[src/hdl/rcf_pkg.sv]
`timescale 1ns / 1ps

package rcf_pkg;

  localparam int MaxWidth  = 2048;
  localparam int MaxHeight = 4096;
  localparam int ColW      = $clog2(MaxWidth);
  localparam int RowW      = 12;
  localparam int WidthW    = 12;
  localparam int HeightW   = 13;
  localparam int PixW      = 24;
  localparam int SumW      = 20;
  localparam int CfgIdxW   = 3;
  localparam int CfgDataW  = 24;

  typedef enum logic [CfgIdxW-1:0] {
    CFG_KERNEL_TOP    = 3'd0,
    CFG_KERNEL_MIDDLE = 3'd1,
    CFG_KERNEL_BOTTOM = 3'd2,
    CFG_DIVISOR       = 3'd3,
    CFG_IMAGE_WIDTH   = 3'd4,
    CFG_IMAGE_HEIGHT  = 3'd5
  } cfg_idx_t;

  typedef struct packed {
    logic [7:0] red_in;
    logic [7:0] green_in;
    logic [7:0] blue_in;
  } in_item_t;

  typedef struct packed {
    logic [7:0]      red_out;
    logic [7:0]      green_out;
    logic [7:0]      blue_out;
    logic [ColW-1:0] center_x;
    logic [RowW-1:0] center_y;
    logic            frame_last;
  } out_item_t;

  // line store entry: lower line in the high half, upper line in the low half
  typedef struct packed {
    logic [PixW-1:0] lower;
    logic [PixW-1:0] upper;
  } line_entry_t;

endpackage

[src/hdl/rcf_div.sv]
`timescale 1ns / 1ps

module rcf_div (
  input  logic                            clk,
  input  logic                            rst_n,
  input  logic                            start,
  input  logic signed [rcf_pkg::SumW-1:0] dividend,
  input  logic [7:0]                      divisor,
  output logic                            done,
  output logic [7:0]                      quotient
);

  typedef enum logic {D_IDLE, D_RUN} dstate_t;

  dstate_t     state_r;
  logic        done_r;
  logic [7:0]  q_r;
  logic [15:0] rem_r;
  logic [15:0] dsh_r;
  logic [2:0]  cnt_r;
  logic [7:0]  d_eff;
  logic        ge;

  // zero divisor acts as one
  assign d_eff = (divisor == 8'd0) ? 8'd1 : divisor;
  assign ge    = (rem_r >= dsh_r);

  always_ff @(posedge clk) begin
    if (!rst_n) begin
      state_r <= D_IDLE;
      done_r  <= 1'b0;
    end else begin
      done_r <= 1'b0;
      unique case (state_r)
        D_IDLE: begin
          if (start) begin
            // negative sums clamp to zero, large quotients saturate
            if (dividend[rcf_pkg::SumW-1]) begin
              q_r    <= 8'd0;
              done_r <= 1'b1;
            end else if (dividend[rcf_pkg::SumW-2:0] >= {3'b000, d_eff, 8'h00}) begin
              q_r    <= 8'hFF;
              done_r <= 1'b1;
            end else begin
              rem_r   <= dividend[15:0];
              dsh_r   <= {1'b0, d_eff, 7'b0};
              q_r     <= 8'd0;
              cnt_r   <= 3'd7;
              state_r <= D_RUN;
            end
          end
        end
        D_RUN: begin
          if (ge) begin
            rem_r <= rem_r - dsh_r;
          end
          q_r   <= {q_r[6:0], ge};
          dsh_r <= {1'b0, dsh_r[15:1]};
          cnt_r <= cnt_r - 3'd1;
          if (cnt_r == 3'd0) begin
            done_r  <= 1'b1;
            state_r <= D_IDLE;
          end
        end
        default: state_r <= D_IDLE;
      endcase
    end
  end

  assign done     = done_r;
  assign quotient = q_r;

  a_run_not_start: assert property (@(posedge clk) disable iff (!rst_n)
    (state_r == D_RUN) |-> !done_r || $past(state_r) == D_RUN)
    else $error("divider done out of sequence");

  a_start_when_idle: assert property (@(posedge clk) disable iff (!rst_n)
    start |-> state_r == D_IDLE)
    else $error("divider started while busy");

  a_done_pulse: assert property (@(posedge clk) disable iff (!rst_n)
    done_r |=> !done_r)
    else $error("divider done held longer than one cycle");

endmodule

[config.mk]
export PLATFORM = sky130hd
export DESIGN_NAME = rcf_div
export DESIGN_NICKNAME = d
export VERILOG_FILES = /design/src/hdl/rcf_pkg.sv /design/src/hdl/rcf_div.sv
export SDC_FILE = /design/constraint.sdc
export NUM_CORES = 1
export LEC_CHECK = 0
export ABC_CLOCK_PERIOD_IN_PS = 7900
export BUFFER_PORTS_ARGS = -buffer_cell sky130_fd_sc_hd__buf_4
export CAP_MARGIN = 15
export CORE_ASPECT_RATIO = 2
export CORE_MARGIN = 5
export CORE_UTILIZATION = 50
export DETAILED_ROUTE_END_ITERATION = 10
export GPL_TIMING_DRIVEN = 0
export PLACE_DENSITY_LB_ADDON = 0.08
export SYNTH_ARGS = -nofsm -noshare
export SYNTH_HDL_FRONTEND = slang
export SYNTH_SLANG_ARGS = --single-unit
[constraint.sdc]
create_clock -name clk -period 7.9 [get_ports clk]
set_input_delay 1.58 -clock clk [delete_from_list [all_inputs] [get_ports clk]]
set_output_delay 1.58 -clock clk [all_outputs]
set_load 0.05 [all_outputs]
==> Word-level counts from Yosys, hierarchy flattened <==
Cells that the tools add are included.
{ "totals": {"out_inout_bits": 9, "register_bits": 45, "word_cells": 48, "inputBits": 31} }
{ "op_classes": {"mux": 28, "n_lt_le_gt_ge": 2, "n_reduce_logical": 5, "n_bitwise": 1, "n_addsub": 2, "n_eq_ne": 4} }
{ "ops": {"columns": ["op", "count"], "rows": [
  ["$mux 16", 7],
  ["$pmux 16 s2", 2],
  ["$mux 8", 4],
  ["$ge 19x16->1", 1],
  ["$ge 16x16->1", 1],
  ["$pmux 8 s2", 1],
  ["$sub 16x16->16", 1],
  ["$mux 3", 3],
  ["$logic_not 8->1", 1],
  ["$mux 1", 8],
  ["$ne 2x2->1 const B", 3],
  ["$pmux 3 s2", 1],
  ["$reduce_and 5->1", 1],
  ["$pmux 1 s2", 2],
  ["$reduce_and 4->1", 1],
  ["$logic_not 3->1", 1],
  ["$sub 3x1->3 const B", 1],
  ["$ne 2x1->1 const B", 1],
  ["$reduce_and 2->1", 1],
  ["$not 1->1", 1]
]} }

==> Logic depth before layout (Yosys ltp) <==
{ "logic_depth": {"depth_word": 7, "depth_mapped": 8, "depth_no_buf": 8} }

==> Worst setup path before layout <==
No wires, ideal clock.
{ "synth_path": {"kind": "input to register", "startpoint": "input port divisor[1]", "endpoint": "register rem_r[0] (enable)", "setup_time_ns": 0.414, "n_path_buf": 0, "stages": 8, "slack_ns": 3.454, "t_arrival_ns": 4.032, "t_required_ns": 7.486, "path_cell_list": "nor4_1 > a41o_1 > ha_1 > nand3b_1 > a21oi_1 > o31ai_1 > a31oi_1 > a211oi_1"} }
{ "synth_between": {"elab_chain_cells": 5} }
{ "synth_lines": {"columns": ["item", "line_no", "source"], "rows": [
  ["start: declaration", "rcf_div.sv:8", "input logic [7:0] divisor,"],
  ["$logic_not 8->1", "rcf_div.sv:25", "assign d_eff = (divisor == 8'd0) ? 8'd1 : divisor;"],
  ["$mux 8 *", "rcf_div.sv:25", null],
  ["$ge 19x16->1 *", "rcf_div.sv:41", "end else if (dividend[rcf_pkg::SumW-2:0] >= {3'b000, d_eff, 8'h00}) begin"],
  ["$ne 2x2->1 (no source line) *", null, null],
  ["$reduce_and 5->1 (no source line) *", null, null],
  ["end signal: assignment", "rcf_div.sv:45", "rem_r <= dividend[15:0];"],
  ["end signal: assignment", "rcf_div.sv:55", "rem_r <= rem_r - dsh_r;"],
  ["end: declaration", "rcf_div.sv:18", "logic [15:0] rem_r;"]
]} }
Every way passes the cells marked *; elsewhere a longest branch is shown, timed or not.
A chain may end at the register's enable or synchronous reset.

==> Worst setup path after layout <==
{ "layout_path": {"startpoint": "input port divisor[1]", "endpoint": "register dsh_r[7] (enable)"} }
{ "layout_between": {"elab_chain_cells": 5} }
{ "layout_lines": {"columns": ["item", "line_no", "source"], "rows": [
  ["$logic_not 8->1", "rcf_div.sv:25", null],
  ["$mux 8 *", "rcf_div.sv:25", null],
  ["$ge 19x16->1 *", "rcf_div.sv:41", null],
  ["$ne 2x2->1 (no source line) *", null, null],
  ["$reduce_and 4->1 (no source line) *", null, null],
  ["end signal: assignment", "rcf_div.sv:46", "dsh_r <= {1'b0, d_eff, 7'b0};"],
  ["end signal: assignment", "rcf_div.sv:58", "dsh_r <= {1'b0, dsh_r[15:1]};"],
  ["end: declaration", "rcf_div.sv:19", "logic [15:0] dsh_r;"]
]} }
Marks and branches as above.

==> results.md <==
* Final weighted congestion of routability-driven global placement at about 0.9
* Antenna viol nets, final at 0
* Postcts setup bufs at 0
* Worst R2R Start: dsh_r[0]
* Final non-filler cell total at about 420
* Worst setup path end: dsh_r[7]
* Syn Std Cell Area at 2955 sq um
* Register share of total power at 45.9%
* Final routed wire length divided by cell count at 18.86 microns
* Post-route standard cell area excluding fillers at roughly 3500 sq um
* Total net switching power at 0.1322 mW
* Worst hold path class: flip-flop to flip-flop
* Met1 Wirelength at between 2 and 3 mm
* Vias per std cell at slightly below 6
* RSZ-0062 raised after global routing: no
* Register-to-register setup slack at 5.08 ns
* Number of placement rows at 39
* Number of max-slew violations in the final report at 0
* Number of top-level pins at 40
* Layout net count at approximately 420
* Area of the die at 7641 sq um
* Drt first-iter violations at about 150
* Reg-to-Reg End: rem_r[2]
* Count of input and output buffers at 39
* Buffer depth of the longest clock path at 2
* Most used cells in the layout excluding fill and tap cells: 42 x sky130_fd_sc_hd__edfxtp_1, 39 x sky130_fd_sc_hd__inv_1, 39 x sky130_fd_sc_hd__buf_4, 31 x sky130_fd_sc_hd__nor2_1, 28 x sky130_fd_sc_hd__nand2_1
* Hold_ws at 0.5576 ns
* Layout cell share with drive strength beyond 1 at 17.50%
* DRC violation count after routing at 0
* Placed cell count at 413
* Relative contribution of the clock network to total power at 43.3%
* Detailed route wirelength on metal3 at 348 microns
* Syn Nets at 368
* Mux cell area share after synthesis at 1.524%
* Reg clk slew, reported paths at roughly 0.070 ns
* Effective utilization at floorplan at 51.33%
* First-pass GRT wire length at between 10 and 15 mm
* Portion of the clock cycle consumed by the worst path in the final layout at 48.90%
* Number of antenna violations at the first check in global routing at 0
* Worst relative slew slack at approximately 53%
* CTS H-Tree Depth at 2
* Total length of routed wires at 7.941 mm
* Hold Fails Final Rpt at 0
* Critical path fanouts, max at 12
* Combinational family with the most area after synthesis: compound AO/OA/AOI/OAI gates
* Number of cells traversed by the worst register-to-register path at 8
* Outcome: completed
* Total CTS buffers at 5
* Number of filler instances in the final layout at 527
* Worst path slowest cell: sky130_fd_sc_hd__nor2_2
* CTS root buffer: sky130_fd_sc_hd__clkbuf_16
* Synthesis-to-finish area growth at 19.81%
* Startpoint type of the worst setup path: input pin
* Final Critical Period at 3.863 ns
* Setup-failing EPs final at 0
* Area share of fa/ha/maj cells after synthesis at 11.26%
* Power density relative to cell area at 160.5 nW/um^2
* Placeable Area at ~5800 sq um
* Post-synthesis average cell area at 9.503 sq um
* Number of synthesized flops with an enable pin at 42
* Number of vias after detailed routing at around 2,500
* Internal power contribution at ~0.44 mW
* Detail Placement HPWL at around 6.3 mm
* Met2 wirelength from detailed routing at about 4.4 mm
* Max frequency at 0.2589 GHz
* Gates resized, CTS repair at 0
* Data required time of the worst path at 7.90 ns
* Total power at 0.5682 mW
* Number of detailed-route iterations in the first pass at 4
* Synth Flop Type: sky130_fd_sc_hd__edfxtp_1
* Cell chain of the critical path: buf_4, nor4_1, a41o_1, ha_1, nand3b_1, a21oi_1, o31ai_1, a31oi_1, nor2_2, buf_8
* Clock latency reported for the late side of the worst-skew pair at 0.29 ns
* Via count of the first global-routing pass at between 2,000 and 3,000
* Distinct cell type count after synthesis at 49
* Ys Warns at 0
* Endpoint kind of the worst setup timing path: flip-flop
* Slew at the pin closest to its max-slew limit at 0.7016 ns
* Seq/Total Area, Yosys at 44.03%
* # Max-Cap Violations at 0
* Total gr overflow at 0
* Die Y at about 120 microns
* Worst Skew at 0.005700 ns
* Startpoint of the most critical setup path: divisor[1]
* Number of instances in the synthesized netlist at 311
* Post-synthesis sequential element count at 44
* Hold bufs inserted after CTS at 0
* Sw Share at a little under a quarter
* TritonCTS clock tree: done
* Gr usage total at 21.75%
* Max VDD drop at 0.2141 mV
* Pin count of the biggest net entering global routing at 16
* Most common cell after layout, fill and taps aside: sky130_fd_sc_hd__edfxtp_1
* Area share of xor/xnor cells in the synthesized design at 1.482%
* Top routing layer in use: met4
* Leakage power summed over all cells at 1.483 nW
* Antenna cell count at 0
* Comb power frac at 10.8%
* Clock sink total at 44
* Post-placement cell area at 3369 sq um
* Share of flip-flops with an asynchronous set or reset at 0%
* Slowest stage delay, CP at about 0.46 ns
* Simple logic cell fraction of the synthesized area at 16.47%
* Kind of critical path: input pin to flip-flop
* Area fraction in compound gates after synthesis at 19.09%
* Die Span X at 64.36 microns
* TNS Setup at 0 ns
* Signal arrival time at the worst endpoint at between 3 and 4 ns
## layout make-up
class | instances | area, sq um | area share [%]
sequential | 44 | 1301 | 36.75
inverter | 40 | 150.1 | 4.240
multi-input combinational | 219 | 1488 | 42.01
clock buffer | 5 | 125.1 | 3.534
clock inverter | 3 | 46.29 | 1.307
timing repair buffer | 41 | 322.8 | 9.117
buffer | 8 | 31.28 | 0.8834
tap | 61 | 76.32 | 2.155
## sequential cells by signal, indices dropped and copies added (netlist names)
signal    cells
cnt_r         3
done          1
dsh_r        15
quotient      8
rem_r        16
state_r       1
## Yosys cell counts (2+ instances only)
master | number | area [sq um]
sky130_fd_sc_hd__xor2_1 | 2 | 17.52
sky130_fd_sc_hd__nor4_1 | 2 | 12.51
sky130_fd_sc_hd__dfxtp_1 | 2 | 40.04
sky130_fd_sc_hd__nand2_1 | 28 | 105.1
sky130_fd_sc_hd__o21ai_0 | 16 | 80.08
sky130_fd_sc_hd__nand2b_1 | 3 | 18.77
sky130_fd_sc_hd__nand4_1 | 5 | 31.28
sky130_fd_sc_hd__nor3_1 | 10 | 50.05
sky130_fd_sc_hd__a211oi_1 | 5 | 37.54
sky130_fd_sc_hd__xnor2_1 | 3 | 26.28
sky130_fd_sc_hd__nor2_1 | 32 | 120.1
sky130_fd_sc_hd__and2_1 | 2 | 12.51
sky130_fd_sc_hd__o31ai_1 | 3 | 22.52
sky130_fd_sc_hd__o211ai_1 | 3 | 22.52
sky130_fd_sc_hd__edfxtp_1 | 42 | 1261
sky130_fd_sc_hd__a211o_1 | 3 | 26.28
sky130_fd_sc_hd__and3_1 | 3 | 18.77
sky130_fd_sc_hd__nor2b_1 | 2 | 12.51
sky130_fd_sc_hd__a21o_1 | 5 | 37.54
sky130_fd_sc_hd__mux2_2 | 4 | 45.04
sky130_fd_sc_hd__o2111ai_1 | 2 | 17.52
sky130_fd_sc_hd__inv_1 | 39 | 146.4
sky130_fd_sc_hd__clkbuf_1 | 6 | 22.52
sky130_fd_sc_hd__a31oi_1 | 3 | 18.77
sky130_fd_sc_hd__nand3_1 | 10 | 50.05
sky130_fd_sc_hd__ha_1 | 25 | 312.8
sky130_fd_sc_hd__a21oi_1 | 24 | 120.1
sky130_fd_sc_hd__o21a_1 | 6 | 45.04
## power groups by stage
stage | combinational, mW | sequential, mW | clock [mW]
final | 0.0613 | 0.261 | 0.246
after global placement | 0.0601 | 0.266 | 0
after floorplan | 0.0268 | 0.273 | 0
after detailed placement | 0.0613 | 0.266 | 0
after global routing | 0.0670 | 0.261 | 0.259
after CTS | 0.0617 | 0.261 | 0.249
## worst max-delay path, delay by kind of cell
family | cells | cell delay, ns
AND/OR/NAND/NOR | 3 | 0.84
AO/OA/AOI/OAI | 4 | 0.96
adder cells (fa/ha/maj) | 1 | 0.15
buffers and inverters | 2 | 0.34
## per-stage QoR
step                setup slack (ns)  util [%]
detailed placement             3.747     58.52
floorplan                      3.454         -
global placement               2.215     57.74
finish                         4.037     61.50
CTS                            4.030     61.50
global route                   3.864     61.50
## metal layers
layer / GRT usage (%) / vias up
li1: - / 1232
met1: 21.36 / 1191
met2: 41.13 / 66
met3: 3.605 / 21
met4: 12.45 / 0
met5: 0 / -
## how the worst min path moves through the flow
stage,startpoint,endpoint,slack (ns),cells after the start
floorplan,dsh_r[5],dsh_r[4],0.52,2
global placement,dsh_r[7],dsh_r[6],0.53,2
detailed placement,dsh_r[6],dsh_r[5],0.55,2
CTS,dsh_r[6],dsh_r[5],0.56,2
global route,dsh_r[7],dsh_r[6],0.58,2
finish,dsh_r[7],dsh_r[6],0.56,2
## kinds of logic (layout without fill, tap and decap cells)
group           Yosys count  count (layout)
xor+xnor                  5               5
compound gates           81              81
buf+inv                  48              97
mux                       4               4
simple gates            103             103
flops                    44              44
fa+ha+maj                26              26
No activity file was read; power rests on OpenSTA's default activity.
